<file path="config.mk">
export PLATFORM = sky130hd
export DESIGN_NAME = bitmap_next_fit_allocator_core_flat
export DESIGN_NICKNAME = d
export VERILOG_FILES = /design/src/rtl/bnfa_pkg.sv /design/src/rtl/bnfa_if.sv /design/src/rtl/bitmap_next_fit_allocator_core.sv /design/src/rtl/bnfa_apb.sv /design/src/rtl/bnfa_map.sv /design/src/rtl/bnfa_rem.sv /design/src/rtl/bnfa_ffz.sv /design/src/flat_wrapper.sv
export SDC_FILE = /design/constraint.sdc
export NUM_CORES = 1
export LEC_CHECK = 0
export ABC_AREA = 1
export BUFFER_PORTS_ARGS = -buffer_cell sky130_fd_sc_hd__buf_2
export CAP_MARGIN = 20
export CORE_MARGIN = 4
export CORE_UTILIZATION = 65
export CTS_CLUSTER_DIAMETER = 100
export DETAILED_ROUTE_END_ITERATION = 16
export PLACE_DENSITY_LB_ADDON = 0.2
export SLEW_MARGIN = 20
export SYNTH_ARGS = -nofsm -noshare
export SYNTH_HDL_FRONTEND = slang
export SYNTH_SLANG_ARGS = --single-unit
</file>
<file path="constraint.sdc">
create_clock -name clk_i -period 15.7 [get_ports clk_i]
set_clock_uncertainty 0.1 [all_clocks]
set_input_delay 2.355 -clock clk_i [delete_from_list [all_inputs] [get_ports clk_i]]
set_output_delay 2.355 -clock clk_i [all_outputs]
set_load 0.05 [all_outputs]
</file>
<file path="src/rtl/bnfa_pkg.sv">
// Shared constants, types and codes of the bitmap next-fit allocator.
package bnfa_pkg;

  localparam int unsigned MAX_ENTRIES = 1024;
  localparam int unsigned WORD_BITS   = 32;
  localparam int unsigned MAP_WORDS   = (MAX_ENTRIES + WORD_BITS - 1) / WORD_BITS;

  localparam int unsigned IDX_W   = $clog2(MAX_ENTRIES);
  localparam int unsigned TOT_W   = IDX_W + 1;
  localparam int unsigned BIT_W   = $clog2(WORD_BITS);
  localparam int unsigned WADDR_W = IDX_W - BIT_W;
  localparam int unsigned CNT_W   = $clog2(MAP_WORDS + 3);
  localparam int unsigned DIV_W   = $clog2(IDX_W + 1);

  localparam int unsigned MODE_W    = 16;
  localparam int unsigned PERM_BITS = 9;
  localparam int unsigned TYPE_W    = MODE_W - PERM_BITS;
  localparam int unsigned ST_W      = 2;

  // Type field (mode bits above the permission bits)
  localparam logic [TYPE_W-1:0] TYPE_REG = TYPE_W'(16'h8000 >> PERM_BITS);
  localparam logic [TYPE_W-1:0] TYPE_DIR = TYPE_W'(16'h4000 >> PERM_BITS);
  localparam logic [TYPE_W-1:0] TYPE_LNK = TYPE_W'(16'hA000 >> PERM_BITS);

  // Result status codes
  localparam logic [ST_W-1:0] ST_OK       = 2'd0;
  localparam logic [ST_W-1:0] ST_BAD_TYPE = 2'd1;
  localparam logic [ST_W-1:0] ST_FULL     = 2'd2;

  // Configuration port
  localparam int unsigned PADDR_W   = 3;
  localparam int unsigned PDATA_W   = 32;
  localparam int unsigned REG_IDX_W = PADDR_W - 2;
  localparam logic [REG_IDX_W-1:0] REG_ENTRY_TOTAL = '0;

  typedef logic [IDX_W-1:0]     idx_t;
  typedef logic [TOT_W-1:0]     tot_t;
  typedef logic [WORD_BITS-1:0] word_t;
  typedef logic [WADDR_W-1:0]   waddr_t;
  typedef logic [BIT_W-1:0]     bitpos_t;

  typedef struct packed {
    logic   rd_en;
    waddr_t rd_addr;
    logic   wr_en;
    waddr_t wr_addr;
    word_t  wr_data;
  } map_ctl_t;

  typedef struct packed {
    logic wr;
    tot_t total;
  } cfg_t;

endpackage

</file>
<file path="src/rtl/bnfa_if.sv">
// Request and result channel interfaces of the bitmap next-fit allocator.
interface bnfa_req_if;
  import bnfa_pkg::*;
  logic              valid;
  logic              ready;
  logic [MODE_W-1:0] entry_mode;
  modport source (output valid, output entry_mode, input ready);
  modport sink   (input valid, input entry_mode, output ready);
endinterface

interface bnfa_rsp_if;
  import bnfa_pkg::*;
  logic             valid;
  logic             ready;
  logic [ST_W-1:0]  status;
  logic [IDX_W-1:0] entry_index;
  logic [TOT_W-1:0] free_left;
  modport source (output valid, output status, output entry_index, output free_left,
                  input ready);
  modport sink   (input valid, input status, input entry_index, input free_left,
                  output ready);
endinterface

</file>
<file path="src/rtl/bitmap_next_fit_allocator_core.sv">
// Bitmap next-fit entry allocator: each request carries a mode word whose type
// bits (above the nine permission bits) must be regular file, directory or
// symbolic link, else the request returns status 1. When the free count is
// zero, or no clear bit lies below entry_total, it returns status 2, clears the
// free count and sets the search pointer to 1 (0 when the total is 1).
// Otherwise the used bitmap is scanned cyclically from the search pointer, one
// 32-bit word per cycle through a single find-first-zero unit on a registered
// memory read; the first clear bit is set, the free count drops by one and the
// pointer moves to it. A scan examines at most one word more than the map holds.
// When entry_total has been lowered to or below the current pointer, a
// remainder pass through the compare-subtract unit comes first. The block
// takes one request at a time. Writing entry_total reloads the free count but
// leaves the bitmap as it is; write it only while no request is in flight.
module bitmap_next_fit_allocator_core (
  input  logic                         clk_i,
  input  logic                         rst_ni,
  bnfa_req_if.sink                     req_i,
  bnfa_rsp_if.source                   rsp_o,
  input  logic                         psel,
  input  logic                         penable,
  input  logic                         pwrite,
  input  logic [bnfa_pkg::PADDR_W-1:0] paddr,
  input  logic [bnfa_pkg::PDATA_W-1:0] pwdata,
  output logic [bnfa_pkg::PDATA_W-1:0] prdata,
  output logic                         pready
);
  import bnfa_pkg::*;

  localparam logic [1:0] S_IDLE = 2'd0;
  localparam logic [1:0] S_MOD  = 2'd1;
  localparam logic [1:0] S_SCAN = 2'd2;
  localparam logic [1:0] S_DONE = 2'd3;

  logic [1:0] state_q, state_d;

  cfg_t     cfg;
  map_ctl_t map_ctl;
  word_t    rdata;

  // allocator state
  idx_t ptr_q, ptr_d;
  tot_t free_q, free_d;
  tot_t total;

  // scan bookkeeping
  idx_t             start_q, start_d;
  waddr_t           rd_word_q, rd_word_d;
  logic [CNT_W-1:0] issued_q, issued_d;
  logic             pend_q, pend_d;
  logic             pend_first_q, pend_first_d;
  logic             pend_last_q, pend_last_d;
  waddr_t           pend_word_q, pend_word_d;

  // pending result
  logic [ST_W-1:0] res_st_q, res_st_d;
  idx_t            res_idx_q, res_idx_d;
  tot_t            res_free_q, res_free_d;

  // result register
  logic            out_vld_q, out_vld_d;
  logic [ST_W-1:0] out_st_q;
  idx_t            out_idx_q;
  tot_t            out_free_q;
  logic            out_load;

  logic rem_start, rem_done;
  idx_t rem;

  tot_t             tm1;
  waddr_t           last_word;
  bitpos_t          last_bits;
  logic [CNT_W-1:0] visits;
  word_t            lim_mask, first_mask, cand;
  logic             ffz_found;
  bitpos_t          ffz_pos;
  logic             type_ok;
  logic             req_fire;
  idx_t             full_ptr;

  bnfa_apb u_apb (
    .clk_i   (clk_i),
    .rst_ni  (rst_ni),
    .psel    (psel),
    .penable (penable),
    .pwrite  (pwrite),
    .paddr   (paddr),
    .pwdata  (pwdata),
    .prdata  (prdata),
    .pready  (pready),
    .cfg_o   (cfg)
  );

  bnfa_map u_map (
    .clk_i   (clk_i),
    .rst_ni  (rst_ni),
    .ctl_i   (map_ctl),
    .rdata_o (rdata)
  );

  bnfa_rem u_rem (
    .clk_i      (clk_i),
    .rst_ni     (rst_ni),
    .start_i    (rem_start),
    .dividend_i (ptr_q),
    .divisor_i  (total),
    .done_o     (rem_done),
    .rem_o      (rem)
  );

  bnfa_ffz u_ffz (
    .cand_i  (cand),
    .found_o (ffz_found),
    .pos_o   (ffz_pos)
  );

  // Current total; the register output equals cfg.total outside write cycles.
  assign total = cfg.total;

  assign tm1       = total - TOT_W'(1);
  assign last_word = tm1[IDX_W-1:BIT_W];
  assign last_bits = tm1[BIT_W-1:0];
  // one extra visit returns to the start word for the bits below the start
  assign visits    = CNT_W'(last_word) + CNT_W'(2);
  assign full_ptr  = (total == TOT_W'(1)) ? '0 : IDX_W'(1);

  // eligible bits: below entry_total, and at or above the start on first visit
  assign lim_mask   = (pend_word_q == last_word) ?
                      (word_t'('1) >> (BIT_W'(WORD_BITS - 1) - last_bits)) : word_t'('1);
  assign first_mask = pend_first_q ? (word_t'('1) << start_q[BIT_W-1:0]) : word_t'('1);
  assign cand       = ~rdata & lim_mask & first_mask;

  assign type_ok = (req_i.entry_mode[MODE_W-1:PERM_BITS] == TYPE_REG) ||
                   (req_i.entry_mode[MODE_W-1:PERM_BITS] == TYPE_DIR) ||
                   (req_i.entry_mode[MODE_W-1:PERM_BITS] == TYPE_LNK);

  assign req_i.ready = (state_q == S_IDLE);
  assign req_fire    = req_i.valid && req_i.ready;

  always_comb begin
    state_d      = state_q;
    ptr_d        = ptr_q;
    free_d       = free_q;
    start_d      = start_q;
    rd_word_d    = rd_word_q;
    issued_d     = issued_q;
    pend_d       = 1'b0;
    pend_first_d = pend_first_q;
    pend_last_d  = pend_last_q;
    pend_word_d  = pend_word_q;
    res_st_d     = res_st_q;
    res_idx_d    = res_idx_q;
    res_free_d   = res_free_q;
    rem_start    = 1'b0;
    out_load     = 1'b0;

    map_ctl.rd_en   = 1'b0;
    map_ctl.rd_addr = rd_word_q;
    map_ctl.wr_en   = 1'b0;
    map_ctl.wr_addr = pend_word_q;
    map_ctl.wr_data = rdata | (word_t'(1) << ffz_pos);

    unique case (state_q)
      S_IDLE: begin
        if (req_fire) begin
          if (!type_ok) begin
            res_st_d   = ST_BAD_TYPE;
            res_idx_d  = '0;
            res_free_d = free_q;
            state_d    = S_DONE;
          end else if (free_q == '0) begin
            ptr_d      = full_ptr;
            res_st_d   = ST_FULL;
            res_idx_d  = '0;
            res_free_d = '0;
            state_d    = S_DONE;
          end else if ({1'b0, ptr_q} < total) begin
            start_d   = ptr_q;
            rd_word_d = ptr_q[IDX_W-1:BIT_W];
            issued_d  = '0;
            state_d   = S_SCAN;
          end else begin
            // pointer lies past a lowered total: reduce it first
            rem_start = 1'b1;
            state_d   = S_MOD;
          end
        end
      end
      S_MOD: begin
        if (rem_done) begin
          start_d   = rem;
          rd_word_d = rem[IDX_W-1:BIT_W];
          issued_d  = '0;
          state_d   = S_SCAN;
        end
      end
      S_SCAN: begin
        // issue the next word while evaluating the one read last cycle
        if (issued_q != visits) begin
          map_ctl.rd_en = 1'b1;
          rd_word_d     = (rd_word_q == last_word) ? '0 : rd_word_q + WADDR_W'(1);
          issued_d      = issued_q + CNT_W'(1);
          pend_d        = 1'b1;
          pend_first_d  = (issued_q == '0);
          pend_last_d   = (issued_q == visits - CNT_W'(1));
          pend_word_d   = rd_word_q;
        end
        if (pend_q) begin
          if (ffz_found) begin
            map_ctl.wr_en = 1'b1;
            ptr_d         = {pend_word_q, ffz_pos};
            free_d        = free_q - TOT_W'(1);
            res_st_d      = ST_OK;
            res_idx_d     = {pend_word_q, ffz_pos};
            res_free_d    = free_q - TOT_W'(1);
            pend_d        = 1'b0;
            state_d       = S_DONE;
          end else if (pend_last_q) begin
            // count disagreed with the map: drop the count
            ptr_d      = full_ptr;
            free_d     = '0;
            res_st_d   = ST_FULL;
            res_idx_d  = '0;
            res_free_d = '0;
            pend_d     = 1'b0;
            state_d    = S_DONE;
          end
        end
      end
      S_DONE: begin
        if (!out_vld_q || rsp_o.ready) begin
          out_load = 1'b1;
          state_d  = S_IDLE;
        end
      end
      default: begin
        state_d = S_IDLE;
      end
    endcase

    if (cfg.wr) begin
      free_d = cfg.total;
    end
  end

  always_comb begin
    out_vld_d = out_vld_q;
    if (out_load) begin
      out_vld_d = 1'b1;
    end else if (rsp_o.ready) begin
      out_vld_d = 1'b0;
    end
  end

  always_ff @(posedge clk_i or negedge rst_ni) begin
    if (!rst_ni) begin
      state_q   <= S_IDLE;
      ptr_q     <= '0;
      free_q    <= TOT_W'(MAX_ENTRIES);
      issued_q  <= '0;
      pend_q    <= 1'b0;
      out_vld_q <= 1'b0;
    end else begin
      state_q   <= state_d;
      ptr_q     <= ptr_d;
      free_q    <= free_d;
      issued_q  <= issued_d;
      pend_q    <= pend_d;
      out_vld_q <= out_vld_d;
    end
  end

  always_ff @(posedge clk_i) begin
    start_q      <= start_d;
    rd_word_q    <= rd_word_d;
    pend_first_q <= pend_first_d;
    pend_last_q  <= pend_last_d;
    pend_word_q  <= pend_word_d;
    res_st_q     <= res_st_d;
    res_idx_q    <= res_idx_d;
    res_free_q   <= res_free_d;
    if (out_load) begin
      out_st_q   <= res_st_q;
      out_idx_q  <= res_idx_q;
      out_free_q <= res_free_q;
    end
  end

  assign rsp_o.valid       = out_vld_q;
  assign rsp_o.status      = out_st_q;
  assign rsp_o.entry_index = out_idx_q;
  assign rsp_o.free_left   = out_free_q;

`ifndef NO_ASSERTIONS
  // refused requests never carry an index
  a_refused_idx_zero: assert property (@(posedge clk_i) disable iff (!rst_ni)
    rsp_o.valid && (rsp_o.status != ST_OK) |-> rsp_o.entry_index == '0)
    else $error("refused request carries a nonzero index");

  // the free count never exceeds the configured total (the total moves ahead
  // of the count during a write cycle)
  a_free_bound: assert property (@(posedge clk_i) disable iff (!rst_ni)
    !cfg.wr |-> free_q <= total)
    else $error("free count exceeds entry total");

  // a total write reloads the free count
  a_cfg_reload: assert property (@(posedge clk_i) disable iff (!rst_ni)
    cfg.wr |=> free_q == $past(cfg.total))
    else $error("free count not reloaded on total write");

  // an allocation leaves fewer free entries than the total
  a_ok_free: assert property (@(posedge clk_i) disable iff (!rst_ni)
    rsp_o.valid && (rsp_o.status == ST_OK) |-> rsp_o.free_left < total)
    else $error("allocation reports too many free entries");
`endif

endmodule

</file>
<file path="src/rtl/bnfa_apb.sv">
// APB register file holding the entry total.
module bnfa_apb (
  input  logic                        clk_i,
  input  logic                        rst_ni,
  input  logic                        psel,
  input  logic                        penable,
  input  logic                        pwrite,
  input  logic [bnfa_pkg::PADDR_W-1:0] paddr,
  input  logic [bnfa_pkg::PDATA_W-1:0] pwdata,
  output logic [bnfa_pkg::PDATA_W-1:0] prdata,
  output logic                        pready,
  output bnfa_pkg::cfg_t              cfg_o
);
  import bnfa_pkg::*;

  logic                 wr_hit;
  logic [REG_IDX_W-1:0] reg_idx;
  tot_t                 wr_val;
  tot_t                 total_d, total_q;

  assign pready  = 1'b1;
  assign reg_idx = paddr[PADDR_W-1:2];
  assign wr_hit  = psel && penable && pwrite && (reg_idx == REG_ENTRY_TOTAL);
  assign wr_val  = pwdata[TOT_W-1:0];

  // clamp to 1..MAX_ENTRIES
  always_comb begin
    total_d = total_q;
    if (wr_hit) begin
      if (wr_val == '0) begin
        total_d = TOT_W'(1);
      end else if (wr_val > TOT_W'(MAX_ENTRIES)) begin
        total_d = TOT_W'(MAX_ENTRIES);
      end else begin
        total_d = wr_val;
      end
    end
  end

  always_ff @(posedge clk_i or negedge rst_ni) begin
    if (!rst_ni) begin
      total_q <= TOT_W'(MAX_ENTRIES);
    end else begin
      total_q <= total_d;
    end
  end

  assign prdata    = (reg_idx == REG_ENTRY_TOTAL) ? PDATA_W'(total_q) : '0;
  assign cfg_o.wr    = wr_hit;
  assign cfg_o.total = total_d;

endmodule

</file>
<file path="src/rtl/bnfa_map.sv">
// Used-entry bitmap memory, one word read and one word written per cycle.
module bnfa_map (
  input  logic               clk_i,
  input  logic               rst_ni,
  input  bnfa_pkg::map_ctl_t ctl_i,
  output bnfa_pkg::word_t    rdata_o
);
  import bnfa_pkg::*;

  word_t                mem [MAP_WORDS];
  logic [MAP_WORDS-1:0] vld_q;
  word_t                rdata_q;
  logic                 rvld_q;

  always_ff @(posedge clk_i) begin
    if (ctl_i.wr_en) begin
      mem[ctl_i.wr_addr] <= ctl_i.wr_data;
    end
    if (ctl_i.rd_en) begin
      rdata_q <= mem[ctl_i.rd_addr];
    end
  end

  // A word never written reads as all clear.
  always_ff @(posedge clk_i or negedge rst_ni) begin
    if (!rst_ni) begin
      vld_q  <= '0;
      rvld_q <= 1'b0;
    end else begin
      if (ctl_i.wr_en) begin
        vld_q[ctl_i.wr_addr] <= 1'b1;
      end
      if (ctl_i.rd_en) begin
        rvld_q <= vld_q[ctl_i.rd_addr];
      end
    end
  end

  assign rdata_o = rvld_q ? rdata_q : '0;

endmodule

</file>
<file path="src/rtl/bnfa_rem.sv">
// Restoring remainder unit: one compare-subtract per cycle.
module bnfa_rem (
  input  logic           clk_i,
  input  logic           rst_ni,
  input  logic           start_i,
  input  bnfa_pkg::idx_t dividend_i,
  input  bnfa_pkg::tot_t divisor_i,
  output logic           done_o,
  output bnfa_pkg::idx_t rem_o
);
  import bnfa_pkg::*;

  logic [DIV_W-1:0] cnt_q, cnt_d;
  logic             busy_q, busy_d;
  idx_t             rem_q, rem_d;
  idx_t             sh_q, sh_d;
  tot_t             trial;

  assign trial = {rem_q, sh_q[IDX_W-1]};

  always_comb begin
    cnt_d  = cnt_q;
    busy_d = busy_q;
    rem_d  = rem_q;
    sh_d   = sh_q;
    if (start_i) begin
      cnt_d  = DIV_W'(IDX_W);
      busy_d = 1'b1;
      rem_d  = '0;
      sh_d   = dividend_i;
    end else if (busy_q) begin
      if (cnt_q == '0) begin
        // remainder is final: drop busy after the done cycle
        busy_d = 1'b0;
      end else begin
        // bring down one bit, subtract where it fits
        if (trial >= divisor_i) begin
          rem_d = IDX_W'(trial - divisor_i);
        end else begin
          rem_d = trial[IDX_W-1:0];
        end
        sh_d  = {sh_q[IDX_W-2:0], 1'b0};
        cnt_d = cnt_q - DIV_W'(1);
      end
    end
  end

  always_ff @(posedge clk_i or negedge rst_ni) begin
    if (!rst_ni) begin
      cnt_q  <= '0;
      busy_q <= 1'b0;
    end else begin
      cnt_q  <= cnt_d;
      busy_q <= busy_d;
    end
  end

  always_ff @(posedge clk_i) begin
    rem_q <= rem_d;
    sh_q  <= sh_d;
  end

  assign done_o = busy_q && (cnt_q == '0);
  assign rem_o  = rem_q;

endmodule

</file>
<file path="src/rtl/bnfa_ffz.sv">
// Lowest set bit of a candidate word (the clear, eligible bitmap bits).
module bnfa_ffz (
  input  bnfa_pkg::word_t   cand_i,
  output logic              found_o,
  output bnfa_pkg::bitpos_t pos_o
);
  import bnfa_pkg::*;

  always_comb begin
    pos_o = '0;
    for (int i = WORD_BITS - 1; i >= 0; i--) begin
      if (cand_i[i]) begin
        pos_o = BIT_W'(i);
      end
    end
  end

  assign found_o = |cand_i;

endmodule

</file>
<file path="src/flat_wrapper.sv">
// flat-port wrapper written by rule: the top's interface ports become plain ports
module bitmap_next_fit_allocator_core_flat import bnfa_pkg::*;
  (clk_i, rst_ni, psel, penable, pwrite, paddr, pwdata, prdata, pready, req_i_valid, req_i_entry_mode, req_i_ready, rsp_o_valid, rsp_o_status, rsp_o_entry_index, rsp_o_free_left, rsp_o_ready);
  bnfa_req_if req_i_i ();
  bnfa_rsp_if rsp_o_i ();
  input  logic clk_i;
  input  logic rst_ni;
  input  logic psel;
  input  logic penable;
  input  logic pwrite;
  input  logic [bnfa_pkg::PADDR_W-1:0] paddr;
  input  logic [bnfa_pkg::PDATA_W-1:0] pwdata;
  output logic [bnfa_pkg::PDATA_W-1:0] prdata;
  output logic pready;
  input wire logic [$bits(req_i_i.valid)-1:0] req_i_valid;
  input wire logic [$bits(req_i_i.entry_mode)-1:0] req_i_entry_mode;
  output wire logic [$bits(req_i_i.ready)-1:0] req_i_ready;
  output wire logic [$bits(rsp_o_i.valid)-1:0] rsp_o_valid;
  output wire logic [$bits(rsp_o_i.status)-1:0] rsp_o_status;
  output wire logic [$bits(rsp_o_i.entry_index)-1:0] rsp_o_entry_index;
  output wire logic [$bits(rsp_o_i.free_left)-1:0] rsp_o_free_left;
  input wire logic [$bits(rsp_o_i.ready)-1:0] rsp_o_ready;
  assign req_i_i.valid = req_i_valid;
  assign req_i_i.entry_mode = req_i_entry_mode;
  assign req_i_ready = req_i_i.ready;
  assign rsp_o_valid = rsp_o_i.valid;
  assign rsp_o_status = rsp_o_i.status;
  assign rsp_o_entry_index = rsp_o_i.entry_index;
  assign rsp_o_free_left = rsp_o_i.free_left;
  assign rsp_o_i.ready = rsp_o_ready;
  bitmap_next_fit_allocator_core u_core (.clk_i(clk_i), .rst_ni(rst_ni), .req_i(req_i_i), .rsp_o(rsp_o_i), .psel(psel), .penable(penable), .pwrite(pwrite), .paddr(paddr), .pwdata(pwdata), .prdata(prdata), .pready(pready));
endmodule
</file>
==> flow_summary.toml <==
[outcome]
outcome = "completed"

[cells_and_area]
seq_area_sq_um = 36100
area_growth_pct = 10.4
fin_area_sq_um = 56200
nFillCells = 5160
layout.nets = 4356
drive_gt1_frac = 0.0985
multi_input_area_sq_um = 13600
final_cells = 5395
diodes = 0

[grt]
antenna_found_initial = 1
grt_usage = 0.312
grt_pass1_vias = 32300
grt-ovfl-total = 0
grt_pass1_wl_microns = 195000
grt_start_max_net_pins = 223

[floorplanning]
ioPinCount = 116
die_h_microns = 288
start_util = 0.656
rows = 102
core-area_sq_um = 77600
die_area_sq_um = 82900
die_w_microns = 288

[synth]
yosysWarnings = 0
ys_top_cells_by_count = "edfxtp_1, nor2_1, o21ai_0"
synth_top_cell_by_area = "edfxtp_1"
synth_cells = 4271
synth_top_area_share = 0.666
synth.distinct_cells = 68
avgSynthCellArea_sq_um = 11.9
synth-edff-count = 1129
async_flop_share = 0.0656
yosysMostFrequentCell = "edfxtp_1"
yosys_register_bits = 1219
synth-main-ff-cell = "edfxtp_1"
synth-seq-area-share = 0.709
syn_area_sq_um = 50900
yosys-top-cells-area = "edfxtp_1, o21ai_0, nor2_1"

[timing]
setup_viol = 0
slew_violations = 0
hold_slack_ns = 0.319
layout_setup_ws_ns = 6.39
rsz0062_at_grt = "false"
relSlewSlack = 0.200
min_period_over_period = 0.593
tightest_slew_ns = 1.20
tns_ns = 0
fin_crit_ns = 9.31
finalHoldViolations = 0
max_freq_mhz = 107

[setup_path]
crit_required_ns = 15.92
cp_num_buf_inv = 8
critPathTopFamily = "simple AND/OR/NAND/NOR gates"
cp_slowest_stage_delay_ns = 0.88
crit_arrival_ns = 9.53
path_max_fanout = 25
crit_top_cell = "nand2_1"
slowest_stage = "nor2_4"
endpoint_kind = "flop"
path_class = "input port to flop"
start_kind = "input port"

[clocking]
cts_root_buf = "clkbuf_16"
clkLatencyLatePin_ns = 0.69
postCtsSetupRepairBufs = 0
cts_tree = "yes"
ctsResizeCount = 0
clk_path_buf_depth = 3
clk_pin_slew_ns = 0.06
cts_sinks = 1219
hold_buffers = 0
cts_buffers = 117
htree_levels = 3

[power_and_ir_drop]
peakVddDrop_v = 0.000212
power_density_nw_per_um2 = 206
leakage_uw = 0.0195

[placed_design]
gp_congestion = 0.944
dp_slack_ns = 5.87
place_inst = 5178
hpwl_microns = 69100
place_area_sq_um = 52300
port_buffers = 61

[routing]
post-route-drc-count = 0
via_per_inst = 6.40
drt_first_pass_iters = 5
drtIter0Drc = 4632
antenna_left = 0
routedWlPerCell_microns = 24.4
wl_microns = 132000
dr_total_vias = 34500

[min_path]
hold_path.class = "flop to flop"

[job]
drv_cap = 0
[flip-flops by register name, indices dropped and copies added (netlist names), 2 cells and up]
signal	cells
u_core.rsp_o.free_left	11
u_core.u_rem.rem_o	10
u_core.res_idx_q	10
u_core.u_map.mem	1024
u_core.u_map.rdata_q	32
u_core.u_rem.sh_q	10
u_core.ptr_q	10
u_core.res_st_q	2
u_core.rsp_o.status	2
u_core.u_rem.cnt_q	4
u_core.state_q	2
u_core.issued_q	6
u_core.rd_word_q	5
u_core.u_apb.total_q	11
u_core.rsp_o.entry_index	10
u_core.start_q	5
u_core.free_q	11
u_core.pend_word_q	5
u_core.res_free_q	11
u_core.u_map.vld_q	32
[power breakdown]
group | internal [uW] | leakage (uW) | switching (uW)
clock network | 1600 | 0.00184 | 1180
registers | 4400 | 0.0115 | 117
logic | 1090 | 0.00618 | 3170
[kinds of logic (layout without fill, tap and decap cells)]
logic type,Yosys count,in the layout,share of synthesized area
compound gates,1220,1220,0.134
simple gates,1329,1329,0.108
buf+inv,430,494,0.0341
fa+ha+maj,40,40,0.00997
flops,1219,1219,0.709
xor+xnor,31,31,0.00548
other cells,2,22,0.000147
[per-stage QoR]
step / util / power (uW)
after floorplan: - / 7410
after global placement: 0.674 / 8620
after detailed placement: 0.674 / 8700
after CTS: 0.723 / 11500
after global routing: 0.725 / 12100
final: 0.725 / 11600
[worst paths after layout]
check,startpoint,depth (start not counted),end,slack [ns]
worst min-delay path,u_core.res_st_q[0],0,u_core.rsp_o.status[0],0.32
worst max-delay path,paddr[2],32,u_core.u_map.mem[0][20],6.39
worst min register to register,u_core.res_st_q[0],0,u_core.rsp_o.status[0],0.32
worst max register to register,u_core.u_apb.total_q[1],28,u_core.u_map.mem[0][20],8.55
min in group asynchronous,rst_ni,1,u_core.u_apb.total_q[2],1.45
max in group asynchronous,rst_ni,2,u_core.u_map.vld_q[19],12.91
[worst register-to-register path, delay by kind of cell (launching register included)]
family,cells,cell delay [ns]
DFF,1,0.40
buffers and inverters,6,1.20
AOI/OAI and AO/OA,1,0.15
and+or+nand+nor,20,4.53
adders and majority gates,1,0.38
[per-layer routing]
layer / share of wire / wire length [microns] / vias to the layer above / global-route usage
met5: 0.000099 / 13 / - / 0
met3: 0.10 / 13800 / 311 / 0.0514
met2: 0.47 / 62100 / 2056 / 0.499
met4: 0.035 / 4630 / 2 / 0.108
met1: 0.39 / 51000 / 16700 / 0.444
li1: - / - / 15500 / -
[cell usage in the layout (no fill, tap or decap), types with 9 or more instances in the layout]
cell       count
bufinv_16     13
ha_1          39
o32ai_1       11
nor2_1       754
conb_1        22
xor2_1        23
dfxtp_1       10
o21ai_0      742
inv_2         11
o21ai_4        9
nand3_1       59
nor2_4        41
o22ai_1      319
clkbuf_16    119
buf_4         60
or2_1         19
clkinv_1      22
nand4_1       31
inv_1        131
nor3_1        12
nand2_1      361
nand2_2       15
dfrtp_1       78
edfxtp_1    1129
o21ai_1       18
o211ai_1      18
a21oi_1       43
clkinv_2      23
clkbuf_1      29
buf_2         60
[layout make-up]
class | count | area share
Clock buffer | 148 | 0.0549
Clock inverter | 68 | 0.0126
Tap cell | 1040 | 0.0231
Multi-Input combinational cell | 2642 | 0.242
Timing Repair Buffer | 126 | 0.0152
Sequential cell | 1219 | 0.642
Inverter | 152 | 0.0106
Note: power is estimated with default switching activity, not from simulation.
